[src/design/spe_pkg.sv]
// Shared constants, types and helper functions of the spring Euler step unit.
package spe_pkg;

    localparam int FRAC_BITS_DEF = 16;
    localparam int WORD_W        = 32;
    localparam int LEN_W         = 31;
    localparam int TS_W          = 17;
    localparam int CFG_IDX_W     = 3;

    localparam logic [CFG_IDX_W-1:0] REG_STIFFNESS   = 3'd0;
    localparam logic [CFG_IDX_W-1:0] REG_MASS        = 3'd1;
    localparam logic [CFG_IDX_W-1:0] REG_TIME_STEP   = 3'd2;
    localparam logic [CFG_IDX_W-1:0] REG_REST_LENGTH = 3'd3;
    localparam logic [CFG_IDX_W-1:0] REG_ANCHOR_X    = 3'd4;
    localparam logic [CFG_IDX_W-1:0] REG_ANCHOR_Y    = 3'd5;
    localparam logic [CFG_IDX_W-1:0] REG_START_X     = 3'd6;
    localparam logic [CFG_IDX_W-1:0] REG_START_Y     = 3'd7;

    localparam logic [LEN_W-1:0]  RST_STIFFNESS   = 31'd65536;
    localparam logic [LEN_W-1:0]  RST_MASS        = 31'd655360;
    localparam logic [TS_W-1:0]   RST_TIME_STEP   = 17'd6554;
    localparam logic [LEN_W-1:0]  RST_REST_LENGTH = 31'd327680;
    localparam logic [WORD_W-1:0] RST_ANCHOR_X    = 32'd0;
    localparam logic [WORD_W-1:0] RST_ANCHOR_Y    = 32'd0;
    localparam logic [WORD_W-1:0] RST_START_X     = 32'd0;
    localparam logic [WORD_W-1:0] RST_START_Y     = 32'd655360;
    localparam logic [LEN_W-1:0]  RST_LENGTH      = 31'd655360;

    localparam logic [WORD_W-1:0] WORD_MAX = 32'h7FFF_FFFF;
    localparam logic [WORD_W-1:0] WORD_MIN = 32'h8000_0000;
    localparam logic [LEN_W-1:0]  LEN_MAX  = 31'h7FFF_FFFF;

    typedef struct packed {
        logic              hit;
        logic [WORD_W-1:0] value;
    } clip_t;

    function automatic logic [63:0] sext64(input logic [WORD_W-1:0] v);
        return {{32{v[WORD_W-1]}}, v};
    endfunction

    function automatic clip_t clip32(input logic [63:0] v);
        clip_t r;
        r.hit   = 1'b0;
        r.value = v[WORD_W-1:0];
        if (!v[63] && (v[62:31] != '0))
        begin
            r.hit   = 1'b1;
            r.value = WORD_MAX;
        end
        else if (v[63] && (v[62:31] != '1))
        begin
            r.hit   = 1'b1;
            r.value = WORD_MIN;
        end
        return r;
    endfunction

endpackage

[src/design/spe_if.sv]
// Step and result channel interfaces of the spring Euler step unit.
interface spe_in_if;
    logic valid;
    logic ready;
    logic restart;

    modport source (output valid, output restart, input ready);
    modport sink   (input valid, input restart, output ready);
endinterface

interface spe_out_if;
    import spe_pkg::*;

    logic              valid;
    logic              ready;
    logic [WORD_W-1:0] velocity_out;
    logic [WORD_W-1:0] end_y_out;
    logic [LEN_W-1:0]  length_out;
    logic              saturated;

    modport source (output valid, output velocity_out, output end_y_out,
                    output length_out, output saturated, input ready);
    modport sink   (input valid, input velocity_out, input end_y_out,
                    input length_out, input saturated, output ready);
endinterface

[src/design/spring_euler_step_unit.sv]
// Top level: sequenced spring Euler step with shared multiplier and adder.
//
//  channel    dir  fields                                         handshake
//  step_in    in   restart                                        valid/ready
//  step_out   out  velocity_out, end_y_out, length_out, saturated valid/ready
//  cfg        in   cfg_index, cfg_wdata                           cfg_we
//
// A step runs through the sequencer states from acceptance to the next ready; a
// restart skips the force, division and integration states. The bit-serial
// divider and square root on the shared add/subtract unit make up most of a
// step; a clipped distance skips the square root. Q16.16 when FRAC_BITS is 16.
// Reset loads the configuration defaults and the initial state at once.
// A result waiting on step_out holds the sequencer in its last state until taken.
module spring_euler_step_unit #(
    parameter int FRAC_BITS = spe_pkg::FRAC_BITS_DEF
) (
    input  logic                           clk,
    input  logic                           rst_n,
    input  logic                           cfg_we,
    input  logic [spe_pkg::CFG_IDX_W-1:0]  cfg_index,
    input  logic [spe_pkg::WORD_W-1:0]     cfg_wdata,
    spe_in_if.sink                         step_in,
    spe_out_if.source                      step_out
);
    import spe_pkg::*;

    localparam int DW = WORD_W + FRAC_BITS;
    localparam int CW = $clog2(DW);

    localparam logic [4:0] S_IDLE  = 5'd0;
    localparam logic [4:0] S_DIFF  = 5'd1;
    localparam logic [4:0] S_MULF  = 5'd2;
    localparam logic [4:0] S_NEG   = 5'd3;
    localparam logic [4:0] S_FCLIP = 5'd4;
    localparam logic [4:0] S_FABS  = 5'd5;
    localparam logic [4:0] S_DIV   = 5'd6;
    localparam logic [4:0] S_ACCEL = 5'd7;
    localparam logic [4:0] S_MULDV = 5'd8;
    localparam logic [4:0] S_DV    = 5'd9;
    localparam logic [4:0] S_VEL   = 5'd10;
    localparam logic [4:0] S_MULDY = 5'd11;
    localparam logic [4:0] S_DY    = 5'd12;
    localparam logic [4:0] S_POS   = 5'd13;
    localparam logic [4:0] S_DX    = 5'd14;
    localparam logic [4:0] S_ABSX  = 5'd15;
    localparam logic [4:0] S_DYA   = 5'd16;
    localparam logic [4:0] S_ABSY  = 5'd17;
    localparam logic [4:0] S_MULY  = 5'd18;
    localparam logic [4:0] S_SUM   = 5'd19;
    localparam logic [4:0] S_SQRT  = 5'd20;
    localparam logic [4:0] S_LCLIP = 5'd21;
    localparam logic [4:0] S_DONE  = 5'd22;

    logic [LEN_W-1:0]  stiffness_reg;
    logic [LEN_W-1:0]  mass_reg;
    logic [TS_W-1:0]   time_step_reg;
    logic [LEN_W-1:0]  rest_length_reg;
    logic [WORD_W-1:0] anchor_x_reg;
    logic [WORD_W-1:0] anchor_y_reg;
    logic [WORD_W-1:0] start_x_reg;
    logic [WORD_W-1:0] start_y_reg;

    logic [4:0]        state_reg, state_next;
    logic [CW-1:0]     cnt_reg, cnt_next;
    logic [63:0]       acc_reg, acc_next;
    logic [63:0]       prod_reg, prod_next;
    logic [WORD_W-1:0] w_reg, w_next;
    logic              sign_reg, sign_next;
    logic [LEN_W-1:0]  rem_reg, rem_next;
    logic [DW-1:0]     quo_reg, quo_next;
    logic [63:0]       res_reg, res_next;
    logic [32:0]       mag_reg, mag_next;
    logic              big_reg, big_next;
    logic              sat_reg, sat_next;
    logic [WORD_W-1:0] velocity_reg, velocity_next;
    logic [WORD_W-1:0] end_y_reg, end_y_next;
    logic [LEN_W-1:0]  length_reg, length_next;
    logic              out_valid_reg, out_valid_next;
    logic [WORD_W-1:0] out_velocity_reg, out_velocity_next;
    logic [WORD_W-1:0] out_end_y_reg, out_end_y_next;
    logic [LEN_W-1:0]  out_length_reg, out_length_next;
    logic              out_sat_reg, out_sat_next;

    logic [63:0]        alu_a, alu_b, alu_y;
    logic               alu_sub;
    logic signed [31:0] mul_a, mul_b;
    logic signed [63:0] mul_y;
    logic [63:0]        acc_sh, prod_sh, sq_bit, sq_try;
    logic [31:0]        div_part;
    logic [LEN_W-1:0]   m_eff;
    logic               accept;
    clip_t              clip_r;

    assign alu_y   = alu_a + (alu_sub ? ~alu_b : alu_b) + {63'd0, alu_sub};
    assign mul_y   = mul_a * mul_b;
    assign acc_sh  = 64'($signed(acc_reg) >>> FRAC_BITS);
    assign prod_sh = 64'($signed(prod_reg) >>> FRAC_BITS);
    assign sq_bit  = 64'd1 << {cnt_reg[4:0], 1'b0};
    assign sq_try  = res_reg | sq_bit;
    assign div_part = {rem_reg, quo_reg[DW-1]};
    assign m_eff   = (mass_reg == '0) ? LEN_W'(1) : mass_reg;
    assign accept  = step_in.valid && step_in.ready;

    assign step_in.ready          = (state_reg == S_IDLE);
    assign step_out.valid         = out_valid_reg;
    assign step_out.velocity_out  = out_velocity_reg;
    assign step_out.end_y_out     = out_end_y_reg;
    assign step_out.length_out    = out_length_reg;
    assign step_out.saturated     = out_sat_reg;

    always_ff @(posedge clk or negedge rst_n)
    begin
        if (!rst_n)
        begin
            stiffness_reg   <= RST_STIFFNESS;
            mass_reg        <= RST_MASS;
            time_step_reg   <= RST_TIME_STEP;
            rest_length_reg <= RST_REST_LENGTH;
            anchor_x_reg    <= RST_ANCHOR_X;
            anchor_y_reg    <= RST_ANCHOR_Y;
            start_x_reg     <= RST_START_X;
            start_y_reg     <= RST_START_Y;
        end
        else if (cfg_we)
        begin
            unique case (cfg_index)
                REG_STIFFNESS:   stiffness_reg   <= cfg_wdata[LEN_W-1:0];
                REG_MASS:        mass_reg        <= cfg_wdata[LEN_W-1:0];
                REG_TIME_STEP:   time_step_reg   <= cfg_wdata[TS_W-1:0];
                REG_REST_LENGTH: rest_length_reg <= cfg_wdata[LEN_W-1:0];
                REG_ANCHOR_X:    anchor_x_reg    <= cfg_wdata;
                REG_ANCHOR_Y:    anchor_y_reg    <= cfg_wdata;
                REG_START_X:     start_x_reg     <= cfg_wdata;
                REG_START_Y:     start_y_reg     <= cfg_wdata;
            endcase
        end
    end

    always_comb
    begin
        state_next        = state_reg;
        cnt_next          = cnt_reg;
        acc_next          = acc_reg;
        prod_next         = prod_reg;
        w_next            = w_reg;
        sign_next         = sign_reg;
        rem_next          = rem_reg;
        quo_next          = quo_reg;
        res_next          = res_reg;
        mag_next          = mag_reg;
        big_next          = big_reg;
        sat_next          = sat_reg;
        velocity_next     = velocity_reg;
        end_y_next        = end_y_reg;
        length_next       = length_reg;
        out_valid_next    = out_valid_reg && !step_out.ready;
        out_velocity_next = out_velocity_reg;
        out_end_y_next    = out_end_y_reg;
        out_length_next   = out_length_reg;
        out_sat_next      = out_sat_reg;
        alu_a             = '0;
        alu_b             = '0;
        alu_sub           = 1'b0;
        mul_a             = '0;
        mul_b             = '0;
        clip_r            = '0;

        unique case (state_reg)
            S_IDLE:
            begin
                if (accept)
                begin
                    sat_next = 1'b0;
                    if (step_in.restart)
                    begin
                        velocity_next = '0;
                        end_y_next    = start_y_reg;
                        state_next    = S_DX;
                    end
                    else
                    begin
                        state_next = S_DIFF;
                    end
                end
            end
            S_DIFF:
            begin
                alu_a      = {33'd0, length_reg};
                alu_b      = {33'd0, rest_length_reg};
                alu_sub    = 1'b1;
                acc_next   = alu_y;
                state_next = S_MULF;
            end
            S_MULF:
            begin
                mul_a      = {1'b0, stiffness_reg};
                mul_b      = acc_reg[31:0];
                prod_next  = mul_y;
                state_next = S_NEG;
            end
            S_NEG:
            begin
                alu_b      = prod_reg;
                alu_sub    = 1'b1;
                acc_next   = alu_y;
                state_next = S_FCLIP;
            end
            S_FCLIP:
            begin
                clip_r     = clip32(acc_sh);
                w_next     = clip_r.value;
                sign_next  = clip_r.value[WORD_W-1];
                sat_next   = sat_reg | clip_r.hit;
                state_next = S_FABS;
            end
            S_FABS:
            begin
                alu_b      = sext64(w_reg);
                alu_sub    = sign_reg;
                quo_next   = {alu_y[31:0], {FRAC_BITS{1'b0}}};
                rem_next   = '0;
                cnt_next   = CW'(DW - 1);
                state_next = S_DIV;
            end
            S_DIV:
            begin
                alu_a    = {32'd0, div_part};
                alu_b    = {33'd0, m_eff};
                alu_sub  = 1'b1;
                quo_next = {quo_reg[DW-2:0], ~alu_y[63]};
                rem_next = alu_y[63] ? div_part[LEN_W-1:0] : alu_y[LEN_W-1:0];
                if (cnt_reg == '0)
                begin
                    state_next = S_ACCEL;
                end
                else
                begin
                    cnt_next = cnt_reg - CW'(1);
                end
            end
            S_ACCEL:
            begin
                alu_b   = {32'd0, quo_reg[31:0]};
                alu_sub = sign_reg;
                w_next  = alu_y[31:0];
                if (!sign_reg && (quo_reg[DW-1:31] != '0))
                begin
                    w_next   = WORD_MAX;
                    sat_next = 1'b1;
                end
                else if (sign_reg && ((quo_reg[DW-1:32] != '0)
                         || (quo_reg[31] && (quo_reg[30:0] != '0))))
                begin
                    w_next   = WORD_MIN;
                    sat_next = 1'b1;
                end
                state_next = S_MULDV;
            end
            S_MULDV:
            begin
                mul_a      = w_reg;
                mul_b      = {15'd0, time_step_reg};
                prod_next  = mul_y;
                state_next = S_DV;
            end
            S_DV:
            begin
                clip_r     = clip32(prod_sh);
                w_next     = clip_r.value;
                sat_next   = sat_reg | clip_r.hit;
                state_next = S_VEL;
            end
            S_VEL:
            begin
                alu_a         = sext64(velocity_reg);
                alu_b         = sext64(w_reg);
                clip_r        = clip32(alu_y);
                velocity_next = clip_r.value;
                sat_next      = sat_reg | clip_r.hit;
                state_next    = S_MULDY;
            end
            S_MULDY:
            begin
                mul_a      = velocity_reg;
                mul_b      = {15'd0, time_step_reg};
                prod_next  = mul_y;
                state_next = S_DY;
            end
            S_DY:
            begin
                clip_r     = clip32(prod_sh);
                w_next     = clip_r.value;
                sat_next   = sat_reg | clip_r.hit;
                state_next = S_POS;
            end
            S_POS:
            begin
                alu_a      = sext64(end_y_reg);
                alu_b      = sext64(w_reg);
                clip_r     = clip32(alu_y);
                end_y_next = clip_r.value;
                sat_next   = sat_reg | clip_r.hit;
                state_next = S_DX;
            end
            S_DX:
            begin
                alu_a      = sext64(start_x_reg);
                alu_b      = sext64(anchor_x_reg);
                alu_sub    = 1'b1;
                acc_next   = alu_y;
                state_next = S_ABSX;
            end
            S_ABSX:
            begin
                alu_b      = acc_reg;
                alu_sub    = acc_reg[63];
                mag_next   = alu_y[32:0];
                big_next   = (alu_y[32:31] != '0);
                state_next = S_DYA;
            end
            S_DYA:
            begin
                alu_a      = sext64(end_y_reg);
                alu_b      = sext64(anchor_y_reg);
                alu_sub    = 1'b1;
                acc_next   = alu_y;
                state_next = S_ABSY;
            end
            S_ABSY:
            begin
                alu_b     = acc_reg;
                alu_sub   = acc_reg[63];
                mag_next  = alu_y[32:0];
                mul_a     = mag_reg[31:0];
                mul_b     = mag_reg[31:0];
                prod_next = mul_y;
                if (big_reg || (alu_y[32:31] != '0))
                begin
                    length_next = LEN_MAX;
                    sat_next    = 1'b1;
                    state_next  = S_DONE;
                end
                else
                begin
                    state_next = S_MULY;
                end
            end
            S_MULY:
            begin
                acc_next   = prod_reg;
                mul_a      = mag_reg[31:0];
                mul_b      = mag_reg[31:0];
                prod_next  = mul_y;
                state_next = S_SUM;
            end
            S_SUM:
            begin
                alu_a      = acc_reg;
                alu_b      = prod_reg;
                acc_next   = alu_y;
                res_next   = '0;
                cnt_next   = CW'(31);
                state_next = S_SQRT;
            end
            S_SQRT:
            begin
                alu_a   = acc_reg;
                alu_b   = sq_try;
                alu_sub = 1'b1;
                if (!alu_y[63])
                begin
                    acc_next = alu_y;
                    res_next = (res_reg >> 1) | sq_bit;
                end
                else
                begin
                    res_next = res_reg >> 1;
                end
                if (cnt_reg == '0)
                begin
                    state_next = S_LCLIP;
                end
                else
                begin
                    cnt_next = cnt_reg - CW'(1);
                end
            end
            S_LCLIP:
            begin
                if (res_reg[63:31] != '0)
                begin
                    length_next = LEN_MAX;
                    sat_next    = 1'b1;
                end
                else
                begin
                    length_next = res_reg[LEN_W-1:0];
                end
                state_next = S_DONE;
            end
            S_DONE:
            begin
                if (!out_valid_reg || step_out.ready)
                begin
                    out_valid_next    = 1'b1;
                    out_velocity_next = velocity_reg;
                    out_end_y_next    = end_y_reg;
                    out_length_next   = length_reg;
                    out_sat_next      = sat_reg;
                    state_next        = S_IDLE;
                end
            end
            default:
            begin
                state_next = S_IDLE;
            end
        endcase
    end

    always_ff @(posedge clk or negedge rst_n)
    begin
        if (!rst_n)
        begin
            state_reg     <= S_IDLE;
            cnt_reg       <= '0;
            out_valid_reg <= 1'b0;
            velocity_reg  <= '0;
            end_y_reg     <= RST_START_Y;
            length_reg    <= RST_LENGTH;
            sat_reg       <= 1'b0;
        end
        else
        begin
            state_reg     <= state_next;
            cnt_reg       <= cnt_next;
            out_valid_reg <= out_valid_next;
            velocity_reg  <= velocity_next;
            end_y_reg     <= end_y_next;
            length_reg    <= length_next;
            sat_reg       <= sat_next;
        end
    end

    always_ff @(posedge clk)
    begin
        acc_reg          <= acc_next;
        prod_reg         <= prod_next;
        w_reg            <= w_next;
        sign_reg         <= sign_next;
        rem_reg          <= rem_next;
        quo_reg          <= quo_next;
        res_reg          <= res_next;
        mag_reg          <= mag_next;
        big_reg          <= big_next;
        out_velocity_reg <= out_velocity_next;
        out_end_y_reg    <= out_end_y_next;
        out_length_reg   <= out_length_next;
        out_sat_reg      <= out_sat_next;
    end

    a_accept_busy: assert property (@(posedge clk) disable iff (!rst_n)
        accept |=> (state_reg != S_IDLE))
        else $error("sequencer stayed idle after a transaction");

    a_restart_reload: assert property (@(posedge clk) disable iff (!rst_n)
        (accept && step_in.restart) |=>
            ((velocity_reg == '0) && (end_y_reg == $past(start_y_reg)) && !sat_reg))
        else $error("restart did not reload the initial state");

    a_done_loads: assert property (@(posedge clk) disable iff (!rst_n)
        ((state_reg == S_DONE) && (!out_valid_reg || step_out.ready)) |=>
            (out_valid_reg && (state_reg == S_IDLE) && (out_length_reg == length_reg)))
        else $error("finished result not moved to the output register");

    a_sqrt_count: assert property (@(posedge clk) disable iff (!rst_n)
        (state_reg == S_SUM) |=> ((state_reg == S_SQRT) && (cnt_reg == CW'(31))))
        else $error("square root did not start with a full iteration count");

endmodule
[src/flat_wrapper.sv]
// flat-port wrapper written by rule: the top's interface ports become plain ports
module spring_euler_step_unit_flat import spe_pkg::*;
#(
    parameter int FRAC_BITS = spe_pkg::FRAC_BITS_DEF
)
  (clk, rst_n, cfg_we, cfg_index, cfg_wdata, step_in_valid, step_in_restart, step_in_ready, step_out_valid, step_out_velocity_out, step_out_end_y_out, step_out_length_out, step_out_saturated, step_out_ready);
  spe_in_if step_in_i ();
  spe_out_if step_out_i ();
  input  logic clk;
  input  logic rst_n;
  input  logic cfg_we;
  input  logic [spe_pkg::CFG_IDX_W-1:0] cfg_index;
  input  logic [spe_pkg::WORD_W-1:0] cfg_wdata;
  input wire logic [$bits(step_in_i.valid)-1:0] step_in_valid;
  input wire logic [$bits(step_in_i.restart)-1:0] step_in_restart;
  output wire logic [$bits(step_in_i.ready)-1:0] step_in_ready;
  output wire logic [$bits(step_out_i.valid)-1:0] step_out_valid;
  output wire logic [$bits(step_out_i.velocity_out)-1:0] step_out_velocity_out;
  output wire logic [$bits(step_out_i.end_y_out)-1:0] step_out_end_y_out;
  output wire logic [$bits(step_out_i.length_out)-1:0] step_out_length_out;
  output wire logic [$bits(step_out_i.saturated)-1:0] step_out_saturated;
  input wire logic [$bits(step_out_i.ready)-1:0] step_out_ready;
  assign step_in_i.valid = step_in_valid;
  assign step_in_i.restart = step_in_restart;
  assign step_in_ready = step_in_i.ready;
  assign step_out_valid = step_out_i.valid;
  assign step_out_velocity_out = step_out_i.velocity_out;
  assign step_out_end_y_out = step_out_i.end_y_out;
  assign step_out_length_out = step_out_i.length_out;
  assign step_out_saturated = step_out_i.saturated;
  assign step_out_i.ready = step_out_ready;
  spring_euler_step_unit #(.FRAC_BITS(FRAC_BITS)) u_core (.clk(clk), .rst_n(rst_n), .cfg_we(cfg_we), .cfg_index(cfg_index), .cfg_wdata(cfg_wdata), .step_in(step_in_i), .step_out(step_out_i));
endmodule
[config.mk]
export PLATFORM = sky130hd
export DESIGN_NAME = spring_euler_step_unit_flat
export DESIGN_NICKNAME = d
export VERILOG_FILES = /design/src/design/spe_pkg.sv /design/src/design/spe_if.sv /design/src/design/spring_euler_step_unit.sv /design/src/flat_wrapper.sv
export SDC_FILE = /design/constraint.sdc
export NUM_CORES = 2
export LEC_CHECK = 0
export BUFFER_PORTS_ARGS = -buffer_cell sky130_fd_sc_hd__clkbuf_2
export CELL_PAD_IN_SITES_DETAIL_PLACEMENT = 0
export CELL_PAD_IN_SITES_GLOBAL_PLACEMENT = 1
export CORE_MARGIN = 1.5
export CORE_UTILIZATION = 25
export DETAILED_ROUTE_END_ITERATION = 8
export PLACE_DENSITY = 0.46
export SLEW_MARGIN = 20
export SYNTH_ARGS = -nofsm -noshare
export SYNTH_HDL_FRONTEND = slang
export SYNTH_SLANG_ARGS = --single-unit
[constraint.sdc]
create_clock -name clk -period 21.9 [get_ports clk]
set_input_delay 5.475 -clock clk [delete_from_list [all_inputs] [get_ports clk]]
set_output_delay 5.475 -clock clk [all_outputs]
set_load 0.01 [all_outputs]
==> results.yml <==
clock_tree:
  htreeDepth: 3
  ctsRootBufferMaster: "clkbuf_16"
  clkTransAtPathRegs_ns: 0.06
  hold_buffers: 0
  numCtsBuffers: 90
  clk_latency_ns: 0.76
  clk_path_buf_depth: 3
  cts_resized: 0
  clock_sink_count: 778
  cts_tree: "yes"
  postCtsSetupRepairBufs: 0
floorplanning:
  die_y_um: 553.0
  fp.dieW_um: 553.0
  die-area_um2: 305800
  start_util_pct: 25.19
  io_pins: 139
  fp.coreArea_um2: 300300
  rows: 201
finish:
  design_area_um2: 85080
  fin_nets: 8951
  fill_cells: 31720
  fin_util_pct: 28.33
  final_cells: 11620
  layout_commonest_cell: "fa_1"
  drive_gt1_share_pct: 12.27
  final_cell_mix: "1,083 x fa_1, 1,042 x inv_1, 959 x nand2_1, 723 x nor2_1, 432 x edfxtp_1"
  area_growth_pct: 12.50
power:
  power.total_mw: 13.53
  leakage_nw: 36.72
  peakVddDrop_mv: 0.1461
  power_density_nw_per_um2: 159.0
worst_setup_path:
  arrival_ns: 12.79
  worstSetupEndpointType: "flip-flop"
  worstPathRequired_ns: 22.33
  cp_slowest_cell: "buf_4"
  startpoint_type: "flip-flop"
  cp_max_fo: 62
  max_stage_delay_ns: 0.78
  path_class: "flip-flop to flip-flop"
  cpMostUsedCell: "fa_1"
placed_design:
  placedCellCount: 11440
  dpl.hpwl_mm: 264.8
  place_area_um2: 81960
  io_buffers: 138
  place_ws_ns: 9.753
  place_congestion: 0.9196
timing:
  worst_pin_slew_ns: 1.299
  hold_viol: 0
  period_share_pct: 56.47
  whs_ns: 0.4772
  fmax_mhz: 80.86
  slew_viol_final: 0
  worst_clock_skew_ns: 0.06815
  setup_tns_ns: 0
  slew-limit-headroom_pct: 12.96
  min_period_ns: 12.37
  setup_slack_ns: 9.533
  finalSetupViolCount: 0
  rsz0062_at_grt: "no"
yosys:
  synth_top_area_cell: "fa_1"
  synth_seq_cells: 778
  synth_edf_count: 432
  synthTopCellsByArea: "fa_1 29%, edfxtp_1 17%, dfrtp_1 11%"
  ys_async_sr_fraction_pct: 44.47
  synth_nets: 8948
  syn-instance-count: 7572
  syn_avg_cell_area_um2: 9.988
  mappedNetlistArea_um2: 75630
  synth_cell_types: 89
  synth_ff_type: "edfxtp_1"
  synth_top_area_share_pct: 28.67
  ys_seq_area_share_pct: 28.63
  yosys_warnings: 0
flow_run:
  max_cap_violations: 0
detailed_routing:
  via_per_inst: 5.122
  drc: 0
  drt-total-wl_mm: 353.8
  post_drt_wl_per_cell_um: 30.44
  via_count: 59520
  firstDrtPassIters: 6
  drt_iter0_drc: 5844
  ant_nets: 0
global_route:
  grt_max_degree: 149
  overflow: 0
  grt_pass1_wl_mm: 497.8
  antenna_found_initial: 32
  grt.total_usage_pct: 22.98
  grt_pass1_vias: 61760
status:
  outcome: "completed"
min_path:
  hold_class: "flip-flop to flip-flop"
[cell families (layout without fill, tap and decap cells)]
kind of cell	after synthesis	after routing	synth area share [%]
simple gates	2256	2256	12.95
buf+inv	1489	1570	7.493
fa+ha+maj	1335	1335	32.84
compound gates	1226	1226	11.45
flops	778	778	28.63
mux	314	314	4.616
xor+xnor	174	174	2.015
other cells	0	11	0
[power by group]
| part | total (mW) | leakage (nW) | switching [mW] | internal [mW] |
|---|---|---|---|---|
| clock network | 1.61 | 1.51 | 0.701 | 0.906 |
| logic | 8.84 | 27.1 | 6.19 | 2.65 |
| registers | 3.08 | 8.11 | 0.727 | 2.35 |
[path summary, 6_finish.rpt]
| check | from | slack, ns | depth (start not counted) | endpoint |
|---|---|---|---|---|
| min in group asynchronous | rst_n | 4.71 | 1 | u_core.state_reg[1] |
| worst max-delay path | u_core.state_reg[0] | 9.53 | 35 | u_core.prod_reg[61] |
| max in group asynchronous | rst_n | 14.95 | 3 | u_core.start_y_reg[4] |
| worst min-delay path | u_core.res_reg[2] | 0.48 | 1 | u_core.length_reg[2] |
| worst min register to register | u_core.res_reg[2] | 0.48 | 1 | u_core.length_reg[2] |
| worst max register to register | u_core.state_reg[0] | 9.53 | 35 | u_core.prod_reg[61] |
[per-layer routing]
layer / track usage, % / routed length (um)
met1: 31.06 / 154800
met2: 38.18 / 168700
met3: 2.978 / 18380
met4: 6.798 / 11960
met5: 0 / 46
[critical path, delay by kind of cell (launching register included)]
family	cells	cell delay [ns]
AO/OA/AOI/OAI	7	2.04
XOR/XNOR	1	0.14
adder cells (fa/ha/maj)	9	4.46
buffers and inverters	9	1.97
flip-flops	1	0.36
AND/OR/NAND/NOR	9	2.86
[cells in the mapped netlist, types with 22 or more instances]
cell	instances
nor2b_1	58
a222oi_1	59
a221oi_1	57
mux2i_1	36
a22oi_1	210
mux2_2	278
nand4_1	93
buf_1	31
nor4_1	49
o21ai_0	214
ha_1	252
fa_1	1083
edfxtp_1	432
nand3_1	84
nor3_1	58
a22o_1	53
o21bai_1	31
o22a_1	32
a221o_1	40
a21oi_1	238
nand2b_1	37
a211oi_1	22
xnor2_1	125
clkbuf_1	395
and2_1	30
xor2_1	49
inv_1	1042
and3_1	71
nand2_1	964
dfrtp_1	328
a21o_1	101
nor2_1	732
[layout make-up]
cell class	instances	area [um2]	area share [%]
Antenna cell	11	27.53	0.03235
Clock buffer	132	2611	3.069
Clock inverter	38	447.9	0.5265
Inverter	1043	3915	4.602
Multi-Input combinational cell	5305	49080	57.69
Sequential cell	778	21650	25.45
Tap cell	3958	4952	5.821
Timing Repair Buffer	357	2390	2.809
No activity file was read; power rests on OpenSTA's default activity.
